## config.mk

```make
export PLATFORM = sky130hd
export DESIGN_NAME = tpp_regs
export DESIGN_NICKNAME = d
export VERILOG_FILES = /design/src/design/tpp_pkg.sv /design/src/design/tpp_regs.sv
export SDC_FILE = /design/constraint.sdc
export NUM_CORES = 1
export LEC_CHECK = 0
export BUFFER_PORTS_ARGS = -buffer_cell sky130_fd_sc_hd__buf_2
export CELL_PAD_IN_SITES_DETAIL_PLACEMENT = 1
export CELL_PAD_IN_SITES_GLOBAL_PLACEMENT = 1
export CORE_UTILIZATION = 33
export DETAILED_ROUTE_END_ITERATION = 16
export PLACE_DENSITY = 0.94
export SETUP_SLACK_MARGIN = 0.5
export SYNTH_ARGS = -nofsm -noshare
export SYNTH_HDL_FRONTEND = slang
export SYNTH_SLANG_ARGS = --single-unit
```

## constraint.sdc

```tcl
create_clock -name i_clk -period 2.2 [get_ports i_clk]
set_input_delay 0.44 -clock i_clk [delete_from_list [all_inputs] [get_ports i_clk]]
set_output_delay 0.44 -clock i_clk [all_outputs]
set_load 0.02 [all_outputs]
```

## src/design/tpp_pkg.sv

```systemverilog
package tpp_pkg;

    localparam int CFG_DIM_W = 11;
    localparam int ROT_W     = 2;
    localparam int MAP_W     = 12;
    localparam int POS_W     = 12;
    localparam int CODE_W    = 3;
    localparam int APB_AW    = 5;
    localparam int APB_DW    = 32;

    localparam logic [2:0] REG_PANEL_WIDTH    = 3'd0;
    localparam logic [2:0] REG_PANEL_HEIGHT   = 3'd1;
    localparam logic [2:0] REG_ROTATION       = 3'd2;
    localparam logic [2:0] REG_BLACK_INVERTED = 3'd3;
    localparam logic [2:0] REG_COLOR_INVERTED = 3'd4;
    localparam logic [2:0] REG_LAYER_MAP      = 3'd5;

    localparam logic [ROT_W-1:0] ROT_0 = 2'd0;
    localparam logic [ROT_W-1:0] ROT_1 = 2'd1;
    localparam logic [ROT_W-1:0] ROT_2 = 2'd2;
    localparam logic [ROT_W-1:0] ROT_3 = 2'd3;

    localparam logic [CODE_W-1:0] COLOR_0 = 3'd0;
    localparam logic [CODE_W-1:0] COLOR_1 = 3'd1;
    localparam logic [CODE_W-1:0] COLOR_2 = 3'd2;
    localparam logic [CODE_W-1:0] COLOR_3 = 3'd3;
    localparam logic [CODE_W-1:0] COLOR_4 = 3'd4;
    localparam logic [CODE_W-1:0] COLOR_5 = 3'd5;

    typedef struct packed {
        logic [CFG_DIM_W-1:0] panel_width;
        logic [CFG_DIM_W-1:0] panel_height;
        logic [ROT_W-1:0]     rotation;
        logic                 black_inverted;
        logic                 color_inverted;
        logic [MAP_W-1:0]     layer_map;
    } t_cfg;

    typedef enum logic [2:0] {
        ST_CLEAR,
        ST_IDLE,
        ST_ROT,
        ST_MUL,
        ST_ADDR,
        ST_READ,
        ST_WRITE
    } t_state;

    typedef struct packed {
        logic clr;
        logic load;
        logic rot;
        logic mul;
        logic addr;
        logic rmw;
    } t_dp_cmd;

    typedef struct packed {
        logic clr_last;
    } t_dp_status;

endpackage

```

## src/design/tpp_regs.sv

```systemverilog
module tpp_regs (
    input  logic                        i_clk,
    input  logic                        i_rst_n,
    input  logic                        psel,
    input  logic                        penable,
    input  logic                        pwrite,
    input  logic [tpp_pkg::APB_AW-1:0]  paddr,
    input  logic [tpp_pkg::APB_DW-1:0]  pwdata,
    output logic [tpp_pkg::APB_DW-1:0]  prdata,
    output logic                        pready,
    output tpp_pkg::t_cfg               o_cfg
);
    import tpp_pkg::*;

    t_cfg       r_cfg;
    t_cfg       n_cfg;
    logic [2:0] w_index;
    logic       w_wr;

    assign w_index = paddr[APB_AW-1:2];
    assign w_wr    = psel & penable & pwrite;
    assign pready  = 1'b1;

    always_comb begin
        n_cfg = r_cfg;
        if (w_wr) begin
            unique case (w_index)
                REG_PANEL_WIDTH:    n_cfg.panel_width    = pwdata[CFG_DIM_W-1:0];
                REG_PANEL_HEIGHT:   n_cfg.panel_height   = pwdata[CFG_DIM_W-1:0];
                REG_ROTATION:       n_cfg.rotation       = pwdata[ROT_W-1:0];
                REG_BLACK_INVERTED: n_cfg.black_inverted = pwdata[0];
                REG_COLOR_INVERTED: n_cfg.color_inverted = pwdata[0];
                REG_LAYER_MAP:      n_cfg.layer_map      = pwdata[MAP_W-1:0];
                default: ;
            endcase
        end
    end

    always_ff @(posedge i_clk) begin
        if (!i_rst_n) begin
            r_cfg.panel_width    <= 11'd200;
            r_cfg.panel_height   <= 11'd200;
            r_cfg.rotation       <= ROT_0;
            r_cfg.black_inverted <= 1'b1;
            r_cfg.color_inverted <= 1'b0;
            r_cfg.layer_map      <= 12'd420;
        end else begin
            r_cfg <= n_cfg;
        end
    end

    always_comb begin
        prdata = '0;
        unique case (w_index)
            REG_PANEL_WIDTH:    prdata = APB_DW'(r_cfg.panel_width);
            REG_PANEL_HEIGHT:   prdata = APB_DW'(r_cfg.panel_height);
            REG_ROTATION:       prdata = APB_DW'(r_cfg.rotation);
            REG_BLACK_INVERTED: prdata = APB_DW'(r_cfg.black_inverted);
            REG_COLOR_INVERTED: prdata = APB_DW'(r_cfg.color_inverted);
            REG_LAYER_MAP:      prdata = APB_DW'(r_cfg.layer_map);
            default:            prdata = '0;
        endcase
    end

    assign o_cfg = r_cfg;

endmodule

```

# Yosys cells after proc, flatten, opt, wreduce, memory -nomap -nowiden

Cells that the tools add are included.

Reduce and logical (&&, ||, !) cells: 7
Muxes and demuxes: 1
Bitwise gates (word level): 2
Equality and inequality tests: 5

Operators with widths:

| cell                                                            | number |
|---|---|
| 12-bit case mux with 6 select lines                             | 1 |
| 2-bit AND reduction                                             | 6 |
| 3-bit by 2-bit == test with 1-bit output, second input constant | 2 |
| 3-bit == test, second input constant                            | 2 |
| 3-bit by 1-bit == test with 1-bit output, second input constant | 1 |
| 3-bit zero test                                                 | 1 |
| 1-bit bitwise AND                                               | 2 |

Output and inout port bits: 71
Word-level logic and storage cells: 21
Input port bits: 42
Flip-flop bits (word level): 38

# Logic depth before layout (Yosys ltp)

Word-level depth: 3
Mapped depth: 6

# Least setup slack after synthesis

Ideal clock, no wire load.

Path kind: in2out
Start point: in paddr[2] (netlist bit)
End point: out prdata[5] (netlist bit)
Setup slack: 0.196 ns
Arrival time: 1.564 ns
Stages on the path: 5
Buffers on the path: 2
Data required time: 1.760 ns
Cells stage by stage: clkbuf_1 buf_2 mux2i_1 or2_2 a21oi_1

Cells in the longest elaborated chain, start to end: 2
Elaborated cells on any way between the ends: 7
Those cells by class: eq/ne: 5; mux: 1; reduce/logical: 1

RTL lines:

| what                                        | line           | text |
|---|---|---|
| start: declaration                          | tpp_regs.sv:7  | `input logic [tpp_pkg::APB_AW-1:0] paddr,` |
| 3-bit == test, or another cell as far along | tpp_regs.sv:54 | `unique case (w_index)` |
| 12-bit case mux with 6 select lines *       | tpp_regs.sv:54 |  |
| end: declaration                            | tpp_regs.sv:9  | `output logic [tpp_pkg::APB_DW-1:0] prdata,` |

Mark *: on every way between the ends. The rest lies on a longest branch, timed or not.

# Worst setup path in the final report

Start point: reg r_cfg (netlist bit o_cfg[13])
End point: out prdata[0] (netlist bit)

Cells in the longest elaborated chain, start to end: 1

RTL lines:

| what                                | line           | text |
|---|---|---|
| start: declaration                  | tpp_regs.sv:15 | `t_cfg r_cfg;` |
| start signal: assignment            | tpp_regs.sv:48 | `r_cfg <= n_cfg;` |
| 12-bit case mux with 6 select lines | tpp_regs.sv:54 |  |

Every way passes these cells.

==> results.py <==
metrics = {
    "status": {
        "status": "completed",
    },
    "place": {
        "port_buffers": 69,
        "dp_cells": 374,
        "place_hpwl_um": 4600,
        "gp_congestion": 0.756,
    },
    "floorplan": {
        "die_h_um": 80.3,
        "core.rowCount": 28,
        "initial_utilization_pct": 34.2,
        "die-area_um2": 6440,
        "core_um2": 5920,
        "pin_count": 113,
        "die-width_um": 80.3,
    },
    "global_routing": {
        "grt_max_degree": 29,
        "grt_pass1_vias": 1994,
        "grt_usage_pct": 20.4,
        "grt_pass1_wl_um": 9750,
        "overflow": 0,
        "antenna_found_initial": 0,
    },
    "sta": {
        "maxSlewViolCount": 0,
        "max_freq_mhz": 516,
        "final-setup-viol-count": 0,
        "finalCritPeriodShare_pct": 88.1,
        "finalClockSkew_ps": 0,
        "rsz0062_at_grt": "yes",
        "holdWs_ps": 390,
        "min_period_ps": 1940,
        "fin_tns_setup_ps": 0,
        "hold_viol_final": 0,
    },
    "detailed_routing": {
        "drtIter0Drc": 38,
        "drt_first_pass_iters": 4,
        "via_per_inst": 4.84,
        "drcViolationCount": 0,
        "post_drt_wl_per_cell_um": 16.3,
        "wirelength_um": 6390,
        "vias": 1904,
        "final_antenna_net_count": 0,
    },
    "logic_synthesis": {
        "async_reset_ff_share_pct": 0,
        "ys_top_cells_by_area": "dfxtp_1, mux2i_1, nand2_1",
        "synth_flop_cell": "dfxtp_1",
        "synth_top_area_share_pct": 37.6,
        "syn_area_um2": 2020,
        "yosys.area.top_type": "dfxtp_1",
        "netlist_instances": 231,
        "ys_ff_latch": 38,
        "synth.most_common_cell": "nand2_1",
        "synth_edf_count": 0,
        "synth_common_cells": "nand2_1, dfxtp_1, mux2i_1",
        "yosysUniqueCellTypes": 30,
        "synth.yosys.seq_area_share_pct": 37.6,
        "syn_area_per_cell_um2": 8.75,
        "yosysWarnings": 0,
    },
    "worst_setup_path": {
        "end_kind": "primary output",
        "crit_type": "flop to primary output",
        "critPathMaxFanout": 2,
        "crit_arrival_ps": 1500,
        "required_ps": 1760,
        "cp-start-kind": "flop",
    },
    "cts": {
        "clock_sinks": 38,
        "hold_buffers": 0,
        "clkTransAtPathRegs_ps": 70,
        "cts_tree": "done",
        "cts_htree_levels": 2,
        "worstSkewPairLatency_ps": 280,
        "root_buffer": "clkbuf_8",
        "clk_path_buf_depth": 2,
        "numCtsBuffers": 5,
    },
    "cells_and_area": {
        "nNetsFinal": 359,
        "largest_reg_flops": 38,
        "layout.cells.non_filler": 393,
        "drive_above_1_share_pct": 45.6,
        "syn_to_final_growth_pct": 44.7,
        "antennaDiodeCount": 0,
    },
    "power": {
        "cellPowerDensity_nw_per_um2": 494,
        "p_leak_nw": 1.36,
        "vdd_drop_max_mv": 0.281,
    },
    "flow_run": {
        "cap_violations": 0,
    },
    "min_path": {
        "hp-class": "input pin to flop",
    },
}
-- what timing repair did --
action                                  CTS  global route
pin swaps                                 1             6
endpoints found under the hold margin     0             0
endpoints found under the setup margin   12            11
gates resized for setup                  39            20
buffers inserted                          4             7
-- final timing paths --
path | startpoint | end | slack, ps | cells after the start
setup / recovery | o_cfg[13] | prdata[0] | 260 | 3
hold / removal | pwdata[7] | o_cfg[34] | 390 | 2
setup reg to reg | o_cfg[30] | o_cfg[30] | 1360 | 2
hold reg to reg | o_cfg[18] | o_cfg[18] | 480 | 2
-- layer usage --
layer / GRT usage, % / wire length [um]
met1: 23.2 / 2680
met2: 37.7 / 3420
met3: 3.07 / 215
met4: 8.21 / 76
met5: 0 / 0
-- cells in the final DEF (no fill, tap or decap), types with 3 or more instances in the layout --
| cell type | netlist | routed |
|---|---|---|
| buf_2 | 5 | 55 |
| nand2_1 | 48 | 40 |
| mux2i_1 | 38 | 38 |
| dfxtp_1 | 38 | 32 |
| buf_4 | 21 | 22 |
| conb_1 | 2 | 21 |
| buf_6 | 3 | 16 |
| a21oi_4 | 0 | 9 |
| or2_4 | 0 | 8 |
| inv_1 | 8 | 8 |
| o21ai_0 | 9 | 8 |
| clkbuf_8 | 0 | 6 |
| dfxtp_2 | 0 | 6 |
| nand2_2 | 0 | 5 |
| o311ai_0 | 5 | 5 |
| o211ai_1 | 4 | 4 |
| nand2_4 | 0 | 3 |
| buf_8 | 0 | 3 |
-- through the flow --
stage | area, um2 | power [mW] | util, % | setup WS, ps
after floorplan | 2270 | 0.893 | - | 445
after CTS | 2810 | 1.44 | 47.5 | 264
after detailed placement | 2570 | 0.931 | 43.4 | 145
after global routing | 2930 | 1.51 | 49.4 | 226
after global placement | 2570 | 0.926 | 43.4 | 132
final | 2930 | 1.45 | 49.4 | 262
-- worst max-delay path: stages, from the launching register on --
cell and delay (ps):
dfxtp_2 320, mux4_2 470, mux2_4 290, buf_6 130
-- kinds of logic (layout without fill, tap and decap cells) --
kind of cell / count (synthesis) / in the layout / share of synthesized area, %
simple gates: 72 / 72 / 17.1
mux: 40 / 40 / 20.5
compound gates: 33 / 33 / 10.6
flops: 38 / 38 / 37.6
buf+inv: 46 / 114 / 13.9
other cells: 2 / 21 / 0.371
-- layout make-up --
cell class / instances / area [um2]
multi-input combinational: 166 / 1230
sequential: 38 / 768
fill: 708 / 2990
clock inverter: 1 / 5.00
timing repair buffer: 98 / 713
tap: 75 / 93.8
inverter: 8 / 30.0
clock buffer: 7 / 86.3
-- report_power, final --
group,internal [mW],switching [mW]
logic,0.102,0.154
registers,0.694,0.00510
clock network,0.253,0.239
Power figures use the tool's default switching activity.
