==> config.mk <==
export PLATFORM = sky130hd
export DESIGN_NAME = tpp_ctrl
export DESIGN_NICKNAME = d
export VERILOG_FILES = /design/src/design/tpp_pkg.sv /design/src/design/tpp_ctrl.sv
export SDC_FILE = /design/constraint.sdc
export NUM_CORES = 1
export LEC_CHECK = 0
export BUFFER_PORTS_ARGS = -buffer_cell sky130_fd_sc_hd__clkbuf_2
export CORE_AREA = 2 2 39 41
export CTS_CLUSTER_DIAMETER = 60
export CTS_CLUSTER_SIZE = 8
export DETAILED_ROUTE_END_ITERATION = 10
export DIE_AREA = 0 0 41 43
export SLEW_MARGIN = 10
export SYNTH_ARGS = -nofsm -noshare
export SYNTH_HDL_FRONTEND = slang
export SYNTH_SLANG_ARGS = --single-unit
==> constraint.sdc <==
create_clock -name i_clk -period 2.2 [get_ports i_clk]
set_input_delay 0.33 -clock i_clk [delete_from_list [all_inputs] [get_ports i_clk]]
set_output_delay 0.33 -clock i_clk [all_outputs]
set_load 0.02 [all_outputs]
==> src/design/tpp_pkg.sv <==
package tpp_pkg;

    localparam int CFG_DIM_W = 11;
    localparam int ROT_W     = 2;
    localparam int MAP_W     = 12;
    localparam int POS_W     = 12;
    localparam int CODE_W    = 3;
    localparam int APB_AW    = 5;
    localparam int APB_DW    = 32;

    localparam logic [2:0] REG_PANEL_WIDTH    = 3'd0;
    localparam logic [2:0] REG_PANEL_HEIGHT   = 3'd1;
    localparam logic [2:0] REG_ROTATION       = 3'd2;
    localparam logic [2:0] REG_BLACK_INVERTED = 3'd3;
    localparam logic [2:0] REG_COLOR_INVERTED = 3'd4;
    localparam logic [2:0] REG_LAYER_MAP      = 3'd5;

    localparam logic [ROT_W-1:0] ROT_0 = 2'd0;
    localparam logic [ROT_W-1:0] ROT_1 = 2'd1;
    localparam logic [ROT_W-1:0] ROT_2 = 2'd2;
    localparam logic [ROT_W-1:0] ROT_3 = 2'd3;

    localparam logic [CODE_W-1:0] COLOR_0 = 3'd0;
    localparam logic [CODE_W-1:0] COLOR_1 = 3'd1;
    localparam logic [CODE_W-1:0] COLOR_2 = 3'd2;
    localparam logic [CODE_W-1:0] COLOR_3 = 3'd3;
    localparam logic [CODE_W-1:0] COLOR_4 = 3'd4;
    localparam logic [CODE_W-1:0] COLOR_5 = 3'd5;

    typedef struct packed {
        logic [CFG_DIM_W-1:0] panel_width;
        logic [CFG_DIM_W-1:0] panel_height;
        logic [ROT_W-1:0]     rotation;
        logic                 black_inverted;
        logic                 color_inverted;
        logic [MAP_W-1:0]     layer_map;
    } t_cfg;

    typedef enum logic [2:0] {
        ST_CLEAR,
        ST_IDLE,
        ST_ROT,
        ST_MUL,
        ST_ADDR,
        ST_READ,
        ST_WRITE
    } t_state;

    typedef struct packed {
        logic clr;
        logic load;
        logic rot;
        logic mul;
        logic addr;
        logic rmw;
    } t_dp_cmd;

    typedef struct packed {
        logic clr_last;
    } t_dp_status;

endpackage

==> src/design/tpp_ctrl.sv <==
module tpp_ctrl (
    input  logic                i_clk,
    input  logic                i_rst_n,
    input  logic                i_start,
    input  tpp_pkg::t_dp_status i_status,
    output tpp_pkg::t_dp_cmd    o_cmd,
    output logic                o_busy
);
    import tpp_pkg::*;

    t_state r_state;
    t_state n_state;

    always_ff @(posedge i_clk) begin
        if (!i_rst_n) begin
            r_state <= ST_CLEAR;
        end else begin
            r_state <= n_state;
        end
    end

    always_comb begin
        n_state = r_state;
        o_cmd   = '0;
        o_busy  = 1'b1;
        unique case (r_state)
            ST_CLEAR: begin
                o_cmd.clr = 1'b1;
                if (i_status.clr_last) begin
                    n_state = ST_IDLE;
                end
            end
            ST_IDLE: begin
                o_busy = 1'b0;
                if (i_start) begin
                    o_cmd.load = 1'b1;
                    n_state    = ST_ROT;
                end
            end
            ST_ROT: begin
                o_cmd.rot = 1'b1;
                n_state   = ST_MUL;
            end
            ST_MUL: begin
                o_cmd.mul = 1'b1;
                n_state   = ST_ADDR;
            end
            ST_ADDR: begin
                o_cmd.addr = 1'b1;
                n_state    = ST_READ;
            end
            ST_READ: begin
                n_state = ST_WRITE;
            end
            ST_WRITE: begin
                o_cmd.rmw = 1'b1;
                n_state   = ST_IDLE;
            end
            default: begin
                n_state = ST_CLEAR;
            end
        endcase
    end

endmodule

**After elaboration in Yosys (flattened, before gate mapping)**

Cells that the tools add are included.
W data, S select, Z words.

- $lt $le $gt $ge: 0
- Multiplexer cells: 11
- Eq/ne operators: 8
- Shift operators: 0
- Add/sub/neg operators: 0
- Bitwise logic cells: 0
- Divide/modulo/power cells: 0
- Reductions and logical operators: 2
- Multiply operators: 0

Operator list:

| cell | count |
|---|---|
| $pmux W3 S7 | 1 |
| $eq A3 B3 Y1 const B | 3 |
| $mux W1 | 8 |
| $eq A3 B2 Y1 const B | 2 |
| $mux W3 | 2 |
| $ne A2 B2 Y1 const B | 2 |
| $eq A3 B1 Y1 const B | 1 |
| $logic_not A3 Y1 | 1 |
| $reduce_and A2 Y1 | 1 |

- Word-level logic and storage cells: 22
- Register bits after elaboration: 3
- Memories kept: 0
- Memory bits (writable): 0
- Memory bits (read-only): 0
- Bits in latches: 0

**Depth between registers and ports, before layout**

Gate-level depths: netlist of the first run.

- Depth in word-level cells: 3
- Gate-level depth with buffers: 4
- Gate-level depth less buffers: 3

**Worst setup path after synthesis of the first run**

OpenSTA, ideal clock, no wires.

- Kind: reg-to-output
- Start point: register r_state[2]
- End point: output port o_cmd[4] (netlist bit)
- Data arrival time: 1.161 ns
- Slack: 0.709 ns
- Stages on the path, launching flop included: 4
- Buffers on the path: 1
- Data required time: 1.870 ns
- Cell sequence: dfxtp_1 -> buf_4 -> or3b_1 -> nor2_2

RTL lines:

| what | RTL line | text |
|---|---|---|
| start, declared | tpp_ctrl.sv:11 | `t_state r_state;` |
| start signal, assigned | tpp_ctrl.sv:18 | `r_state <= n_state;` |
| end, declared | tpp_ctrl.sv:6 | `output tpp_pkg::t_dp_cmd o_cmd,` |

==> run summary, run 1 <==
Status -> finished clean
Largest area contributor in the netlist -> dfxtp_1
Clock Skews -> 0.001283 ns
Setup TNS Final -> 0 ns
Power per Cell Area -> 728.3 nW/um^2
Clk sink count -> 3
Buffers on Ports -> 10
Total GRT Usage -> 5.015%
Synthesized cell area -> 188.9 um^2
VDD IR max -> 125.5 uV
WP buf/inv -> 1
Post-Route WL -> 364 um
Vias in the first global route -> 139
Via Count -> 187
Post-DRT Antenna Nets -> 0
Crit start category -> flip-flop
Worst Path Arrival -> 1.31 ns
CTS Root Cell -> clkbuf_4
Post-synth top cells -> dfxtp_1, nor2_1, nor3b_1, o21a_1
CP delay by family, top -> simple AND/OR/NAND/NOR gates
Initial antenna violation count -> 0
Slew @ Worst Pin -> 0.2770 ns
Die width -> 41 um
CP Data Required Time -> 1.87 ns
Post-synth cell types -> 13
Routability cong. -> 0.5711
Dpl cells -> 47
Post-synthesis sequential area ratio -> 31.79%
Worst-Skew Late Latency -> 0.23 ns
Fin cells -> 51
DR vias/cell -> 3.667
Crit Path Class -> reg2out
Synth top area share -> 31.79%
Flip-flop count of the largest register after layout -> 3
Critical Path End Type -> primary output
Mapped Cells -> 23
Largest regs -> r_state (3)
Hold Buf Count CTS -> 0
Tightest Hold Check Type -> in2reg
Avg Cell Area, Syn -> 8.214 um^2
Die Area -> 1763 um^2
LEAKAGE -> 0.0001286 uW
CTS resizes -> 0
Fmax -> 0.6090 GHz
Gr ovfl total -> 0
CTS tree -> done
Post-CTS Setup Inserts -> 0
Crit-path slowest cell -> dfxtp_1
Yosys reg bits -> 3
Share of layout cells above drive strength 1 -> 42.86%
First-pass GRT wire length -> 503 um
Antenna diodes -> 0
Drt initial violations -> 4
Period utilisation layout -> 74.64%
Final min period -> 1.642 ns
Post-synthesis async set-or-reset flop share -> 0%
Syn nets -> 27
Hold depth -> 2
Hold Violations, Final -> 0
RSZ-0062 raised after global routing -> false
Wire length per cell -> 7.137 um
DR pass1 iterations -> 2
Largest net degree at the start of global routing -> 11
Die H -> 43 um
Area Overhead vs Synth -> 43.05%
IO Count -> 11
Post-synth top flop -> dfxtp_1
Core Util, Final -> 19.53%
Post-route DRC -> 0
Critical Path Stages -> 3
Slowest stage delay, CP -> 0.43 ns
Worst-path maximum fanout -> 9
Power Total -> 196.8 uW
Largest Register -> r_state
Yosys warns -> 0
Synth area leaders -> dfxtp_1, nor3b_1, o21a_1, buf_4, nor2_1
Nets -> 40
R2R depth -> 2
Initial Util -> 13.65%
Clock Path Buffers -> 2
Reg clk slew, reported paths -> 0.04 ns
Setup violators final -> 0
CP Cell Sequence -> or3b_1, nor2_2, clkbuf_2
# rows -> 14
# H-tree levels -> 1
TritonCTS Buffers -> 3
Max-slew violation count -> 0
Slew HR -> 81.51%
Post-synth EDFFs -> 0
Number of max-cap violations -> 0
Layout filler cell count -> 164
Core Footprint -> 1384 um^2
[worst register-to-register path, stage by stage (launching register included)]
cell and delay [ns]:
dfxtp_1 0.47, nor3b_1 0.29, o21a_1 0.16
[cell families after synthesis]
group                  Yosys count  synth area share, %
and+or+nand+nor                 14                46.36
DFF                              3                31.79
AOI/OAI and AO/OA                3                11.92
buffers and inverters            3                9.930
[final cells by class]
| cell class | count | area [um^2] | area share [%] |
|---|---|---|---|
| clock buffer | 4 | 26.28 | 9.722 |
| timing repair buffer | 10 | 50.05 | 18.52 |
| sequential | 3 | 60.06 | 22.22 |
| tap | 16 | 20.02 | 7.407 |
| inverter | 1 | 3.754 | 1.389 |
| multi-input combinational | 17 | 110.1 | 40.74 |
[per-layer routing]
metal / wire (um) / share of wire (%) / global-route usage (%)
met1: 150 / 41 / 4.167
met2: 175 / 48 / 5.938
met3: 38 / 10 / 4.712
met4: 0 / 0 / 6.000
met5: 0 / 0 / 0
[stage by stage]
stage	worst slack [ns]	cell area (um^2)	hold WS [ns]
2_1_floorplan	0.7092	188.9	0.4475
3_3_place_gp	0.8065	244.0	0.5792
3_5_place_dp	0.7979	244.0	0.5864
4_1_cts	0.5467	270.3	0.3432
5_1_grt	0.4445	270.3	0.3461
6_report	0.5579	270.3	0.3451
[cell usage in the layout, fill, tap and decap left out]
cell      synthesis  layout
o21a_1            3       3
inv_1             1       1
nor2_1            3       3
nor2b_1           1       1
and3b_2           1       1
or3b_1            1       1
dfxtp_1           3       3
nor2_2            1       1
nor4b_1           1       1
nor3b_1           3       3
clkbuf_1          0       1
clkbuf_2          0      10
nand2_1           1       1
clkbuf_4          0       3
nor3_1            2       2
[worst paths after layout]
kind | slack, ns | start | to
worst max-delay path | 0.56 | r_state[0]$_SDFFE_PN0P_ | o_cmd[4]
worst min-delay path | 0.35 | i_rst_n | r_state[0]$_SDFFE_PN0P_
worst max register to register | 1.23 | r_state[1]$_SDFFE_PN0P_ | r_state[1]$_SDFFE_PN0P_
worst min register to register | 0.62 | r_state[0]$_SDFFE_PN0P_ | r_state[0]$_SDFFE_PN0P_
[report_power, final]
group          leakage (uW)  internal (uW)  switching, uW
Clock             0.0000150           67.9           27.1
Sequential        0.0000246           58.4           7.08
Combinational     0.0000890           16.1           20.3
Total              0.000129            142           54.5
No activity file was read; power rests on OpenSTA's default activity.
==> run 2, diff against run 1 <==
Clock period 2.2 ns to 1.34 ns, I/O delays scaled along.
==> run 2 against run 1 <==
The run now ends with setup timing left. Design area is 24% higher. Clock-buffer cell count unchanged. Sequential power grew 59%. Worst setup slack got worse by 0.60 ns. Clock skew grew 0.00090 ns. Utilization up 4.6 points. Register-to-register slack got worse by 0.88 ns. Largest power group unchanged.
==> run summary, run 2 (synthesis results as in run 1) <==
Core Footprint -> 1384 um^2
Hold Violations, Final -> 0
IO Count -> 11
DR pass1 iterations -> 1
Period utilisation layout -> 103.2%
Share of layout cells above drive strength 1 -> 64.10%
Clock Skews -> 0.002182 ns
Crit Path Class -> reg2out
# H-tree levels -> 1
DR vias/cell -> 3.673
Initial antenna violation count -> 0
TritonCTS Buffers -> 3
Tightest Hold Check Type -> in2reg
FF/Latch Area -> 63.81 um^2
# rows -> 14
Setup violators final -> 1
Status -> complete, but fails checks
Routability cong. -> 0.5968
Flip-flop count of the largest register after layout -> 3
Largest regs -> r_state (3)
Critical Path End Type -> primary output
Post-DRT Antenna Nets -> 0
Area Overhead vs Synth -> 76.82%
Largest Register -> r_state
RSZ-0062 raised after global routing -> true
Final min period -> 1.383 ns
Total GRT Usage -> 6.319%
Worst-path maximum fanout -> 5
Clock Path Buffers -> 2
Fmax -> 0.7233 GHz
Most frequent cells in the layout -> clkbuf_2, buf_4
DP Worst Slack -> 0.1220 ns
Layout filler cell count -> 160
Setup WS post-layout -> -0.04251 ns
CTS tree -> done
Nets -> 44
Violated checks -> setup timing
Worst-Skew Late Latency -> 0.23 ns
LEAKAGE -> 0.0001627 uW
Post-route DRC -> 0
Hold Slack -> 0.2048 ns
Gr ovfl total -> 0
First-pass GRT wire length -> 683 um
Clk sink count -> 3
Hold Buf Count CTS -> 0
Die Area -> 1763 um^2
Crit start category -> flip-flop
CP Data Required Time -> 1.14 ns
Max-slew violation count -> 0
Buffers on Ports -> 10
Area of the multi-input gates -> 127.6 um^2
Post-Route WL -> 442 um
Largest net degree at the start of global routing -> 7
CP Launch Point -> r_state[0]$_SDFFE_PN0P_
Worst Path Arrival -> 1.18 ns
Slew HR -> 83.84%
Slew @ Worst Pin -> 0.2391 ns
Wire length per cell -> 8.036 um
Vias in the first global route -> 195
Reg clk slew, reported paths -> 0.04 ns
Initial Util -> 13.65%
Power per Cell Area -> 1043 nW/um^2
Via Count -> 202
Die H -> 43 um
Antenna diodes -> 0
VDD IR max -> 260.5 uV
Die width -> 41 um
CTS Root Cell -> clkbuf_4
Drt initial violations -> 0
Number of max-cap violations -> 0
Hold Crit Start -> i_rst_n
Worst r2r src -> r_state[2]$_SDFFE_PN0P_
==> run 2: cell types whose count changed in the layout (fill, tap and decap cells not counted), moves of 2 or more <==
cell	delta
nor3b_1	-2
clkbuf_2	-5
buf_4	+5
dfxtp_2	+3
nor3b_2	+2
dfxtp_1	-3
buf_2	+3
==> run 2: power by group <==
group / internal, uW / switching, uW / leakage, uW / total [uW]
Clock: 111 / 43.5 / 0.0000150 / 155
Combinational: 44.5 / 45.2 / 0.000122 / 89.7
Sequential: 97.2 / 6.61 / 0.0000258 / 104
Total: 253 / 95.3 / 0.000163 / 348
==> run 2: critical path, stage by stage, from the launching register on <==
cell     delay [ns]
dfxtp_2        0.34
or3b_4         0.40
nor2_4         0.10
buf_8          0.11
==> run 2: through the flow <==
| step | cells | utilization, % | cell area (um^2) | power, uW | TNS (ns) |
|---|---|---|---|---|---|
| finish | 55 | 24.14 | 334.1 | 348.3 | -0.04251 |
| global route | 55 | 24.14 | 334.1 | 369.8 | -0.1302 |
| CTS | 55 | 23.69 | 327.8 | 355.7 | -0.06436 |
| detailed placement | 50 | 19.62 | 271.5 | 180.6 | 0 |
| global placement | 50 | 19.62 | 271.5 | 179.9 | 0 |
| floorplan | 23 | - | 193.9 | 153.8 | 0 |
==> run 2: area by class of cell <==
type                       count  share of cell area [%]
timing repair buffer          14                   27.72
tap                           16                   5.993
clock buffer                   4                   7.865
inverter                       1                   1.124
sequential                     3                   19.10
multi-input combinational     17                   38.20
==> run 2: worst paths after layout <==
kind | end | slack [ns] | cells past startpoint
worst min register to register | r_state[0]$_SDFFE_PN0P_ | 0.56 | 2
worst min-delay path | r_state[2]$_SDFFE_PN0P_ | 0.20 | 2
worst max-delay path | o_cmd[4] | -0.04 | 3
worst max register to register | r_state[0]$_SDFFE_PN0P_ | 0.35 | 3
==> run 2: repair_timing <==
item / CTS / global route
pin swaps: 1 / 0
setup buffers: 1 / 0
setup endpoints to repair: 5 / 5
hold endpoints to repair: 0 / 0
gates resized for setup: 8 / 6
==> run 2: per-layer routing <==
metal	wire length (um)	up-vias	global-route usage (%)	share of wire [%]
li1	-	109	-	-
met1	161	86	4.487	36
met2	242	7	9.688	55
met3	38	0	3.141	8.6
met4	0	0	8.000	0
met5	0	-	0	0
